## config.mk

```make
export PLATFORM = sky130hd
export DESIGN_NAME = process_fifo_with_search_remove
export DESIGN_NICKNAME = d
export VERILOG_FILES = /design/src/rtl/core/pfsr_pkg.sv /design/src/rtl/core/pfsr_ram.sv /design/src/rtl/core/pfsr_dpath.sv /design/src/rtl/core/pfsr_ctrl.sv /design/src/rtl/core/process_fifo_with_search_remove.sv
export SDC_FILE = /design/constraint.sdc
export NUM_CORES = 2
export LEC_CHECK = 0
export ABC_AREA = 1
export BUFFER_PORTS_ARGS = -buffer_cell sky130_fd_sc_hd__buf_2
export CORE_MARGIN = 5
export CORE_UTILIZATION = 35
export CTS_BUF_LIST = sky130_fd_sc_hd__clkbuf_2
export DETAILED_ROUTE_END_ITERATION = 16
export PLACE_DENSITY = 0.48
export SKIP_CTS_REPAIR_TIMING = 1
export SYNTH_ARGS = -nofsm -noshare
export SYNTH_HDL_FRONTEND = slang
export SYNTH_SLANG_ARGS = --single-unit
```

## constraint.sdc

```tcl
create_clock -name clk -period 12.5 [get_ports clk]
set_clock_uncertainty 0.2 [all_clocks]
set_input_delay 0.625 -clock clk [delete_from_list [all_inputs] [get_ports clk]]
set_output_delay 0.625 -clock clk [all_outputs]
set_load 0.02 [all_outputs]
```

## src/rtl/core/pfsr_pkg.sv

```systemverilog
`default_nettype none

package pfsr_pkg;

  // Operation codes carried on in_op
  typedef enum logic [2:0] {
    OP_ENQ    = 3'd0,
    OP_DEQ    = 3'd1,
    OP_PEEK   = 3'd2,
    OP_FIND   = 3'd3,
    OP_REMOVE = 3'd4
  } op_t;

  // Result status codes
  typedef enum logic [1:0] {
    ST_OK   = 2'd0,
    ST_MISS = 2'd1,
    ST_FULL = 2'd2
  } status_t;

  typedef enum logic [2:0] {
    S_IDLE,
    S_DECODE,
    S_HEAD,
    S_SCAN_RD,
    S_SCAN_CMP,
    S_SH_RD,
    S_SH_WR,
    S_FIN
  } ctrl_state_t;

  // Controller -> datapath
  typedef struct packed {
    logic    load;      // capture the incoming word
    logic    wr_enq;    // write the captured entry at the tail, count up
    logic    rd_cur;    // read logical slot idx
    logic    rd_nxt;    // read logical slot idx+1
    logic    wr_shift;  // write the last read entry to logical slot idx
    logic    idx_inc;
    logic    pop;       // drop the head entry: head up, count down
    logic    cnt_dec;   // drop the tail entry
    logic    res_set;
    status_t res_code;
    logic    res_data;  // result takes name/ref from the last read entry
    logic    out_load;
  } cmd_t;

  // Datapath -> controller
  typedef struct packed {
    logic [2:0] op;
    logic       empty;
    logic       full;
    logic       match;     // last read entry matches the key
    logic       idx_zero;
    logic       idx_last;  // idx is the tail slot
    logic       idx_pen;   // idx is the slot before the tail
  } stat_t;

  // Matching form of a name: bytes kept up to the first zero byte,
  // and only within the low nbytes bytes.
  function automatic logic [63:0] name_key(input logic [63:0] n, input int unsigned nbytes);
    logic [63:0] k;
    logic        live;
    k    = '0;
    live = 1'b1;
    for (int b = 0; b < 8; b++) begin
      if (b >= nbytes) live = 1'b0;
      if (n[8*b +: 8] == 8'h00) live = 1'b0;
      if (live) k[8*b +: 8] = n[8*b +: 8];
    end
    return k;
  endfunction

endpackage

`default_nettype wire

```

## src/rtl/core/pfsr_ram.sv

```systemverilog
`default_nettype none

module pfsr_ram #(
  parameter int WIDTH = 80,
  parameter int DEPTH = 16
) (
  input  wire logic                     clk,
  input  wire logic                     wr_en,
  input  wire logic [$clog2(DEPTH)-1:0] wr_addr,
  input  wire logic [WIDTH-1:0]         wr_data,
  input  wire logic                     rd_en,
  input  wire logic [$clog2(DEPTH)-1:0] rd_addr,
  output logic      [WIDTH-1:0]         rd_data
);

  logic [WIDTH-1:0] mem_r [DEPTH];
  logic [WIDTH-1:0] rd_data_r;

  always_ff @(posedge clk) begin
    if (wr_en) begin
      mem_r[wr_addr] <= wr_data;
    end
    if (rd_en) begin
      rd_data_r <= mem_r[rd_addr];
    end
  end

  assign rd_data = rd_data_r;

endmodule

`default_nettype wire

```

## src/rtl/core/pfsr_dpath.sv

```systemverilog
`default_nettype none

module pfsr_dpath
  import pfsr_pkg::*;
#(
  parameter int QUEUE_DEPTH = 16,
  parameter int NAME_BYTES  = 8
) (
  input  wire logic        clk,
  input  wire logic        rst_n,
  input  wire logic [2:0]  in_op,
  input  wire logic [63:0] in_proc_name,
  input  wire logic [15:0] in_proc_ref,
  input  wire cmd_t        cmd,
  output stat_t            stat,
  output logic [1:0]       out_status,
  output logic [63:0]      out_name,
  output logic [15:0]      out_ref,
  output logic [4:0]       out_fill_count,
  output logic             out_is_empty
);

  localparam int AW = $clog2(QUEUE_DEPTH);
  localparam int CW = $clog2(QUEUE_DEPTH + 1);
  localparam int NB = 8 * NAME_BYTES;
  localparam int EW = NB + 16;

  logic [2:0]    op_r;
  logic [63:0]   key_r;
  logic [NB-1:0] name_r;
  logic [15:0]   ref_r;
  logic [AW-1:0] head_r, head_nxt;
  logic [CW-1:0] count_r, count_nxt;
  logic [AW-1:0] idx_r;
  status_t       res_status_r;
  logic [NB-1:0] res_name_r;
  logic [15:0]   res_ref_r;
  status_t       out_status_r;
  logic [NB-1:0] out_name_r;
  logic [15:0]   out_ref_r;
  logic [4:0]    out_fill_r;
  logic          out_empty_r;

  logic          wr_en, rd_en;
  logic [AW-1:0] wr_addr, rd_addr;
  logic [EW-1:0] wr_data, rd_data;
  logic [NB-1:0] rd_name;
  logic [15:0]   rd_ref;
  logic [AW-1:0] phys_enq, phys_cur, phys_nxt, head_inc;
  logic [CW+4:0] cnt_ext;

  // Ring index: the sum stays below twice the depth
  function automatic logic [AW-1:0] wrap(input logic [AW:0] s);
    logic [AW:0] t;
    t = (s >= (AW+1)'(QUEUE_DEPTH)) ? s - (AW+1)'(QUEUE_DEPTH) : s;
    return t[AW-1:0];
  endfunction

  assign rd_name = rd_data[EW-1:16];
  assign rd_ref  = rd_data[15:0];

  always_comb begin
    phys_enq = wrap({1'b0, head_r} + {1'b0, count_r[AW-1:0]});
    phys_cur = wrap({1'b0, head_r} + {1'b0, idx_r});
    phys_nxt = wrap({1'b0, head_r} + {1'b0, idx_r} + (AW+1)'(1));
    head_inc = wrap({1'b0, head_r} + (AW+1)'(1));
  end

  assign wr_en   = cmd.wr_enq | cmd.wr_shift;
  assign wr_addr = cmd.wr_enq ? phys_enq : phys_cur;
  assign wr_data = cmd.wr_enq ? {name_r, ref_r} : rd_data;
  assign rd_en   = cmd.rd_cur | cmd.rd_nxt;
  assign rd_addr = cmd.rd_nxt ? phys_nxt : phys_cur;

  pfsr_ram #(
    .WIDTH (EW),
    .DEPTH (QUEUE_DEPTH)
  ) u_ram (
    .clk     (clk),
    .wr_en   (wr_en),
    .wr_addr (wr_addr),
    .wr_data (wr_data),
    .rd_en   (rd_en),
    .rd_addr (rd_addr),
    .rd_data (rd_data)
  );

  always_comb begin
    stat.op       = op_r;
    stat.empty    = (count_r == '0);
    stat.full     = (count_r == CW'(QUEUE_DEPTH));
    stat.match    = (name_key(64'(rd_name), NAME_BYTES) == key_r);
    stat.idx_zero = (idx_r == '0);
    stat.idx_last = (CW'(idx_r) + CW'(1) == count_r);
    stat.idx_pen  = (CW'(idx_r) + CW'(2) == count_r);
  end

  always_comb begin
    head_nxt  = head_r;
    count_nxt = count_r;
    if (cmd.wr_enq) begin
      count_nxt = count_r + CW'(1);
    end else if (cmd.pop) begin
      head_nxt  = head_inc;
      count_nxt = count_r - CW'(1);
    end else if (cmd.cnt_dec) begin
      count_nxt = count_r - CW'(1);
    end
  end

  always_ff @(posedge clk) begin
    if (!rst_n) begin
      head_r  <= '0;
      count_r <= '0;
    end else begin
      head_r  <= head_nxt;
      count_r <= count_nxt;
    end
  end

  assign cnt_ext = {5'b0, count_r};

  always_ff @(posedge clk) begin
    if (cmd.load) begin
      op_r   <= in_op;
      key_r  <= name_key(in_proc_name, NAME_BYTES);
      name_r <= in_proc_name[NB-1:0];
      ref_r  <= in_proc_ref;
      idx_r  <= '0;
    end else if (cmd.idx_inc) begin
      idx_r <= idx_r + AW'(1);
    end
    if (cmd.res_set) begin
      res_status_r <= cmd.res_code;
      res_name_r   <= cmd.res_data ? rd_name : '0;
      res_ref_r    <= cmd.res_data ? rd_ref : '0;
    end
    if (cmd.out_load) begin
      out_status_r <= res_status_r;
      out_name_r   <= res_name_r;
      out_ref_r    <= res_ref_r;
      out_fill_r   <= cnt_ext[4:0];
      out_empty_r  <= (count_r == '0);
    end
  end

  assign out_status     = out_status_r;
  assign out_name       = 64'(out_name_r);
  assign out_ref        = out_ref_r;
  assign out_fill_count = out_fill_r;
  assign out_is_empty   = out_empty_r;

  a_count_bound: assert property (@(posedge clk) disable iff (!rst_n)
    count_r <= CW'(QUEUE_DEPTH))
    else $error("entry count above queue depth");

  a_enq_not_full: assert property (@(posedge clk) disable iff (!rst_n)
    cmd.wr_enq |-> !stat.full)
    else $error("enqueue write into a full queue");

  a_drop_nonempty: assert property (@(posedge clk) disable iff (!rst_n)
    (cmd.pop || cmd.cnt_dec) |-> !stat.empty)
    else $error("entry dropped from an empty queue");

  a_pop_count: assert property (@(posedge clk) disable iff (!rst_n)
    cmd.pop |=> count_r == $past(count_r) - CW'(1))
    else $error("head drop did not reduce the count by one");

  a_one_write: assert property (@(posedge clk) disable iff (!rst_n)
    $onehot0({cmd.wr_enq, cmd.wr_shift}))
    else $error("two writes to the entry store in one cycle");

endmodule

`default_nettype wire

```

## src/rtl/core/pfsr_ctrl.sv

```systemverilog
`default_nettype none

module pfsr_ctrl
  import pfsr_pkg::*;
(
  input  wire logic  clk,
  input  wire logic  rst_n,
  input  wire logic  in_valid,
  output logic       in_ready,
  output logic       out_valid,
  input  wire logic  out_ready,
  input  wire stat_t stat,
  output cmd_t       cmd
);

  ctrl_state_t state_r, state_nxt;
  logic        out_valid_r, out_valid_nxt;
  logic        out_free;

  assign in_ready  = (state_r == S_IDLE);
  assign out_valid = out_valid_r;
  assign out_free  = !out_valid_r || out_ready;

  // Next state
  always_comb begin
    state_nxt = state_r;
    unique case (state_r)
      S_IDLE: begin
        if (in_valid) state_nxt = S_DECODE;
      end
      S_DECODE: begin
        unique case (stat.op)
          OP_DEQ, OP_PEEK:    state_nxt = stat.empty ? S_FIN : S_HEAD;
          OP_FIND, OP_REMOVE: state_nxt = stat.empty ? S_FIN : S_SCAN_CMP;
          default:            state_nxt = S_FIN;
        endcase
      end
      S_HEAD:    state_nxt = S_FIN;
      S_SCAN_RD: state_nxt = S_SCAN_CMP;
      S_SCAN_CMP: begin
        if (stat.match) begin
          if (stat.op == OP_REMOVE && !stat.idx_last && !stat.idx_zero) begin
            state_nxt = S_SH_RD;
          end else begin
            state_nxt = S_FIN;
          end
        end else if (stat.idx_last) begin
          state_nxt = S_FIN;
        end else begin
          state_nxt = S_SCAN_RD;
        end
      end
      S_SH_RD: state_nxt = S_SH_WR;
      S_SH_WR: state_nxt = stat.idx_pen ? S_FIN : S_SH_RD;
      S_FIN: begin
        if (out_free) state_nxt = S_IDLE;
      end
      default: state_nxt = S_IDLE;
    endcase
  end

  // Commands
  always_comb begin
    cmd = '0;
    cmd.res_code = ST_MISS;
    out_valid_nxt = out_valid_r && !out_ready;
    unique case (state_r)
      S_IDLE: begin
        cmd.load = in_valid;
      end
      S_DECODE: begin
        unique case (stat.op)
          OP_ENQ: begin
            cmd.res_set = 1'b1;
            if (stat.full) begin
              cmd.res_code = ST_FULL;
            end else begin
              cmd.wr_enq   = 1'b1;
              cmd.res_code = ST_OK;
            end
          end
          OP_DEQ, OP_PEEK, OP_FIND, OP_REMOVE: begin
            if (stat.empty) cmd.res_set = 1'b1;
            else cmd.rd_cur = 1'b1;
          end
          default: cmd.res_set = 1'b1;
        endcase
      end
      S_HEAD: begin
        cmd.res_set  = 1'b1;
        cmd.res_code = ST_OK;
        cmd.res_data = 1'b1;
        cmd.pop      = (stat.op == OP_DEQ);
      end
      S_SCAN_RD: begin
        cmd.rd_cur = 1'b1;
      end
      S_SCAN_CMP: begin
        if (stat.match) begin
          cmd.res_set  = 1'b1;
          cmd.res_code = ST_OK;
          cmd.res_data = 1'b1;
          if (stat.op == OP_REMOVE) begin
            if (stat.idx_last) cmd.cnt_dec = 1'b1;
            else if (stat.idx_zero) cmd.pop = 1'b1;
          end
        end else if (stat.idx_last) begin
          cmd.res_set = 1'b1;
        end else begin
          cmd.idx_inc = 1'b1;
        end
      end
      S_SH_RD: begin
        cmd.rd_nxt = 1'b1;
      end
      S_SH_WR: begin
        cmd.wr_shift = 1'b1;
        if (stat.idx_pen) cmd.cnt_dec = 1'b1;
        else cmd.idx_inc = 1'b1;
      end
      S_FIN: begin
        cmd.out_load = out_free;
        if (out_free) out_valid_nxt = 1'b1;
      end
      default: ;
    endcase
  end

  always_ff @(posedge clk) begin
    if (!rst_n) begin
      state_r     <= S_IDLE;
      out_valid_r <= 1'b0;
    end else begin
      state_r     <= state_nxt;
      out_valid_r <= out_valid_nxt;
    end
  end

endmodule

`default_nettype wire

```

## src/rtl/core/process_fifo_with_search_remove.sv

```systemverilog
`default_nettype none

// Channel   Handshake               Payload
// in_       in_valid / in_ready     in_op, in_proc_name, in_proc_ref
// out_      out_valid / out_ready   out_status, out_name, out_ref,
//                                   out_fill_count, out_is_empty
//
// One word at a time. Enqueue, empty-queue misses and unused codes go from decode straight
// to the finish step, dequeue and peek through a head step first; in_ready rises with out_valid.
// Find and remove read and then compare each entry in turn (one registered read port);
// a remove from the middle then reads and rewrites each later entry to close the gap.
// Reset (rst_n low, synchronous) empties the queue; stored entries are not cleared.
// A result stalled on out_ready holds the following word in its last step.

module process_fifo_with_search_remove
  import pfsr_pkg::*;
#(
  parameter int QUEUE_DEPTH = 16,
  parameter int NAME_BYTES  = 8
) (
  input  wire logic        clk,
  input  wire logic        rst_n,
  input  wire logic        in_valid,
  output logic             in_ready,
  input  wire logic [2:0]  in_op,
  input  wire logic [63:0] in_proc_name,
  input  wire logic [15:0] in_proc_ref,
  output logic             out_valid,
  input  wire logic        out_ready,
  output logic [1:0]       out_status,
  output logic [63:0]      out_name,
  output logic [15:0]      out_ref,
  output logic [4:0]       out_fill_count,
  output logic             out_is_empty
);

  // Controller sequences each operation; the datapath holds the ring of
  // entries (head pointer + count), the scan index and the result registers.
  cmd_t  cmd;
  stat_t stat;

  pfsr_ctrl u_ctrl (
    .clk       (clk),
    .rst_n     (rst_n),
    .in_valid  (in_valid),
    .in_ready  (in_ready),
    .out_valid (out_valid),
    .out_ready (out_ready),
    .stat      (stat),
    .cmd       (cmd)
  );

  pfsr_dpath #(
    .QUEUE_DEPTH (QUEUE_DEPTH),
    .NAME_BYTES  (NAME_BYTES)
  ) u_dpath (
    .clk            (clk),
    .rst_n          (rst_n),
    .in_op          (in_op),
    .in_proc_name   (in_proc_name),
    .in_proc_ref    (in_proc_ref),
    .cmd            (cmd),
    .stat           (stat),
    .out_status     (out_status),
    .out_name       (out_name),
    .out_ref        (out_ref),
    .out_fill_count (out_fill_count),
    .out_is_empty   (out_is_empty)
  );

endmodule

`default_nettype wire
```

Word level (Yosys, flattened, before mapping)

Memory sizes are Yosys's and may differ from the RTL's. A register that Yosys moved wholly into a read port is not among the register bits.
Index checks and enable logic that the tools add are counted.
Widths: inputs -> output; s select.

Input bits: 87
Register bits: 334
Memories: 1
Memory bits (writable): 1280
Logic and storage cells: 182
Output and inout port bits: 90

Equality and inequality tests: 17
Order comparisons: 4
Add/subtract/negate cells: 13
Reductions and logical operators: 34
Bitwise gates (word level): 3
Mux-type cells: 86

Memories:

| memory              | words | width | read ports | clocked after Yosys merged registers in | wr ports | line           | text |
|---|---|---|---|---|---|---|---|
| u_dpath.u_ram.mem_r | 16    | 80    | 1          | 1                                       | 1        | pfsr_ram.sv:16 | `logic [WIDTH-1:0] mem_r [DEPTH];` |

Operators by type and width:

| cell                | number |
|---|---|
| $logic_not 8->1     | 16 |
| $mux 80             | 1 |
| $eq 64x64->1        | 1 |
| $mux 8              | 8 |
| $mux 1              | 47 |
| $mux 4              | 6 |
| $pmux 3 s8          | 1 |
| $ge 5x5->1 const B  | 4 |
| $mux 2              | 8 |
| $sub 4x1->4 const B | 4 |
| $eq 3x3->1 const B  | 5 |
| $mux 3              | 5 |
| $mux 5              | 3 |
| $eq 3x2->1 const B  | 4 |
| $add 4x1->5 const B | 2 |
| $add 4x4->5         | 2 |
| $add 5x1->5 const B | 2 |
| $eq 5x5->1          | 2 |
| $pmux 1 s2          | 5 |
| $pmux 3 s3          | 1 |
| $eq 3x1->1 const B  | 2 |
| $logic_not 3->1     | 2 |
| $pmux 3 s2          | 1 |
| $add 4x2->5 const B | 1 |
| other kinds (16)    | 24 |

Longest topological paths before layout

Word-level depth: 17
Gate-level depth with buffers: 21
Depth with buffers taken out: 21

By module

From an unflattened synthesis, not the netlist that was laid out.

Cells, all modules: 6730
Area total of the unflattened synthesis: 72206.8 um2

By module, submodules not included:

| module     | instances | seq. area each (um2) | cells each | area each (um2) |
|---|---|---|---|---|
| pfsr_ram   | 1         | 40839.2              | 5255       | 56995.9 |
| pfsr_dpath | 1         | 9779.4               | 1392       | 14734.1 |
| pfsr_ctrl  | 1         | 80.1                 | 83         | 476.7 |

Worst setup path before layout

No wires, ideal clock.

Path kind: register -> register
Start point: register u_ctrl.state_r[2]
End point: register u_dpath.out_fill_r[0] (netlist: u_dpath.out_fill_count[0]) (enable)
Clock period less this slack: 9942 ps
Arrival time: 8991 ps
Path slack: 2558 ps
Setup time: 751 ps
Buffers on the path: 0
Required time: 11549 ps
Stages on the path, launching flop included: 3
Cell sequence: dfxtp_1 > inv_2 > nor4_1

RTL lines:

| item                   | line              | text |
|---|---|---|
| start, declared        | pfsr_ctrl.sv:16   | `ctrl_state_t state_r, state_nxt;` |
| start signal, assigned | pfsr_ctrl.sv:134  | `state_r <= state_nxt;` |
| end signal, assigned   | pfsr_dpath.sv:142 | `out_fill_r <= cnt_ext[4:0];` |
| end, declared          | pfsr_dpath.sv:41  | `logic [4:0] out_fill_r;` |

Worst setup path in the final report

Start point: register u_ctrl.state_r[0]
End point: memory u_dpath.u_ram.mem_r[7][13] (enable)

Cells in the longest elaborated chain, start to end: 5
Elaborated cells on any way between the ends: 8
Those cells by class: 2 x eq/ne; 5 x mux; 1 x bitwise

RTL lines:

| item                                            | line             | text |
|---|---|---|
| $eq 3x1->1 / $eq 3x3->1 (equally long branches) | pfsr_ctrl.sv:67  | `unique case (state_r)` |
| $mux 1                                          | pfsr_ctrl.sv:67  |  |
| $or 1x1->1                                      | pfsr_dpath.sv:69 | `assign wr_en = cmd.wr_enq \| cmd.wr_shift;` |
| $mux 1                                          | pfsr_ram.sv:20   | `if (wr_en) begin` |
| $mux 1 (not written as such)                    | pfsr_ram.sv:21   | `mem_r[wr_addr] <= wr_data;` |
| end, declared                                   | pfsr_ram.sv:16   |  |

Several ways; a longest one is shown, not always the timed one.

==> impl_metrics.ini <==
[yosys]
ys_seq_area_share_pct = 74.6
synth_top_area_cell = edfxtp_1
synth_top_area_share_pct = 74.1
ys.flop_type = edfxtp_1
synth_edf_count = 1677
synth_area_leaders = edfxtp_1, o21ai_0, a21oi_1
async_reset_ff_share_pct = 0
synth_area_per_cell_um2 = 12.9
synth_fp_nets = 5388
yosys_warnings = 0
syn_inst = 5284
synth_cell_types = 43
synth-seq-cells = 1694
netlist_area_um2 = 67900

[critical_path]
end_kind = flop
ff2ff_path_depth = 11
crit_top_cell = buf_4
slowest_delay_ns = 0.82
cp_cell_sequence = inv_1, nor3_1, nand2_1, nor2_4, buf_4, o21ai_0, inv_1, nand2_1, nor2_4, buf_4, buf_4
reg2reg_to = u_dpath.u_ram.mem_r[7][13]$_DFFE_PP_
critPathKind = flop to flop
worstPathArrival_ns = 7.18
cp_max_fo = 54
crit_slowest_cell = nor2_4
required_ns = 13.64
ff2ff_setup_slack_ns = 6.46
cp-start-kind = flop
rr_startpoint = u_ctrl.state_r[0]$_SDFFE_PN0P_
crit_start = u_ctrl.state_r[0]$_SDFFE_PN0P_

[clock_network]
clock_sinks = 1694
cts_buffer_depth = 4
cts.clk_slew.worst_paths_ns = 0.09
cts_tree = built
insertion_delay_ns = 1.79
numCtsBuffers = 448
ctsHtreeMaxLevel = 5
root_buffer = clkbuf_2

[finish]
final_nets = 6047
multiInputGateArea_um2 = 14700
drive_gt1_share_pct = 16.9
fin_area_um2 = 78200
nFillCells = 18400
area_growth_pct = 15.1
final_util_pct = 40.6
regArea_um2 = 50700

[floorplanning]
die_area_um2 = 203000
core_area_um2 = 193000
start_util_pct = 35.2
num_rows = 161
dieHeight_um = 451
io_pins = 177
die_x_um = 451

[power]
p_leak_nw = 27.4
powerDensity_nw_per_um2 = 213
total_power_mw = 16.6
max-vdd-ir-drop_v = 0.000208

[drt]
wl_met1_um = 92900
via_count = 45700
drtIter0Drc = 3972
ant_nets = 0
wl_um = 208000
firstDrtPassIters = 6
viasPerCell = 5.21
wl_met2_um = 98600
wl_met3_um = 12500
wl_per_cell_um = 23.7
top_layer_used = met4
drc = 0

[min_path]
min_to = u_dpath.out_name[34]$_DFFE_PP_
min_from = u_dpath.res_name_r[34]$_SDFFCE_PN0P_
hold_path_class = flop to flop
hold_depth = 0

[global_routing]
grt_max_degree = 220
grt.total_usage_pct = 19.6
grt_pass1_vias = 43500
grt_pass1_wl_um = 298000
gr-total-overflow = 0
antenna_found_initial = 8

[sta]
fin_crit_ns = 6.04
setup-violations-final = 0
finalSetupTns_ns = 0
maxSlewHeadroom_pct = 8.96
timing.hold.ws_ns = 0.160
tightestPinTransition_ns = 1.36
hold_violations = 0
period_share_pct = 48.3
rsz0062_at_grt = no
drv_slew = 0
fmax_ghz = 0.165

[outcome]
status = complete, no violations

[placed_design]
port_buffers = 176
gp_congestion = 0.791
dp_hpwl_um = 110000
dpl-instance-area_um2 = 72000

[flow_run]
drv_cap = 0
-- registers in the layout (all words and copies together) (netlist names), 16 cells and up --
register and flops:
u_dpath.u_ram.mem_r 1280, u_dpath.u_ram.rd_data 80, u_dpath.key_r 64, u_dpath.name_r 64, u_dpath.out_name 64, u_dpath.res_name_r 64
u_dpath.out_ref 16, u_dpath.ref_r 16, u_dpath.res_ref_r 16
-- metal layers --
metal  GRT usage [%]  up-vias
met2            31.5     1587
met3            3.69      316
met1            27.3    22700
met4            5.25        0
met5               0        -
li1                -    21100
-- placed cells by master (no fill, tap or decap), drive strengths merged, types with 22 or more instances in the layout --
| master | instances |
|---|---|
| o221ai | 120 |
| edfxtp | 1677 |
| nor3 | 135 |
| nand4 | 29 |
| clkinv | 76 |
| buf | 316 |
| dlygate4sd3 | 252 |
| nor2 | 447 |
| a21oi | 658 |
| clkbuf | 659 |
| xor2 | 22 |
| o21ai | 955 |
| o32ai | 39 |
| inv | 382 |
| nand2 | 311 |
| nand3 | 59 |
-- worst max-delay path by stage --
stage / endpoint / slack (ns) / depth (start not counted)
after detailed placement: u_dpath.u_ram.mem_r[7][77]$_DFFE_PP_ / 6.49 / 11
after global routing: u_dpath.u_ram.mem_r[7][13]$_DFFE_PP_ / 6.07 / 10
final: u_dpath.u_ram.mem_r[7][13]$_DFFE_PP_ / 6.46 / 11
after CTS: u_dpath.u_ram.mem_r[7][13]$_DFFE_PP_ / 6.43 / 11
after global placement: u_dpath.u_ram.mem_r[7][78]$_DFFE_PP_ / 6.43 / 11
after floorplan: u_dpath.out_fill_count[0]$_DFFE_PP_ / 2.56 / 2
-- where the power goes --
part           internal, mW  switching, mW  total (mW)
Combinational          1.41           3.94        5.35
Clock                  1.42           2.25        3.68
Sequential             7.39          0.228        7.62
Total                  10.2           6.42        16.6
-- logic make-up (layout without fill, tap and decap cells) --
logic type	count (synthesis)	after routing	synth area share, %
compound gates	1784	1784	14.1
flops	1694	1694	74.6
simple gates	1023	1023	6.45
buf+inv	738	1689	4.13
xor+xnor	28	28	0.361
fa+ha+maj	17	17	0.346
other cells	0	10	0
-- area by class of cell --
type,count,area share (%)
Tap cell,2526,4.04
Timing Repair Buffer,568,5.78
Antenna cell,10,0.0320
Sequential cell,1694,64.8
Clock buffer,659,4.22
Multi-Input combinational cell,2852,18.8
Inverter,379,1.84
Clock inverter,83,0.493
-- synthesized netlist by cell type (6+ instances only) --
library cell / instances
a21oi_1: 658
buf_1: 22
buf_2: 17
clkbuf_1: 318
dfxtp_1: 17
edfxtp_1: 1677
ha_1: 14
inv_1: 365
inv_2: 14
nand2_1: 309
nand3_1: 57
nand3b_1: 21
nand4_1: 28
nor2_1: 440
nor3_1: 133
nor4_1: 19
o21ai_0: 932
o21ai_1: 23
o221ai_1: 120
o32ai_1: 39
xnor2_1: 6
xor2_1: 22
-- metrics by stage --
| step | std cells | worst slack (ns) |
|---|---|---|
| floorplan | 5284 | 2.56 |
| global placement | 7767 | 6.43 |
| detailed placement | 7767 | 6.49 |
| CTS | 8509 | 6.43 |
| global route | 8769 | 6.07 |
| finish | 8771 | 6.46 |
-- critical path, delay by kind of cell, from the launching register on --
kind	cells	cell delay [ns]
and+or+nand+nor	5	2.34
buffers and inverters	5	2.30
AOI/OAI and AO/OA	1	0.27
DFF	1	0.42
No activity file was read; power rests on OpenSTA's default activity.
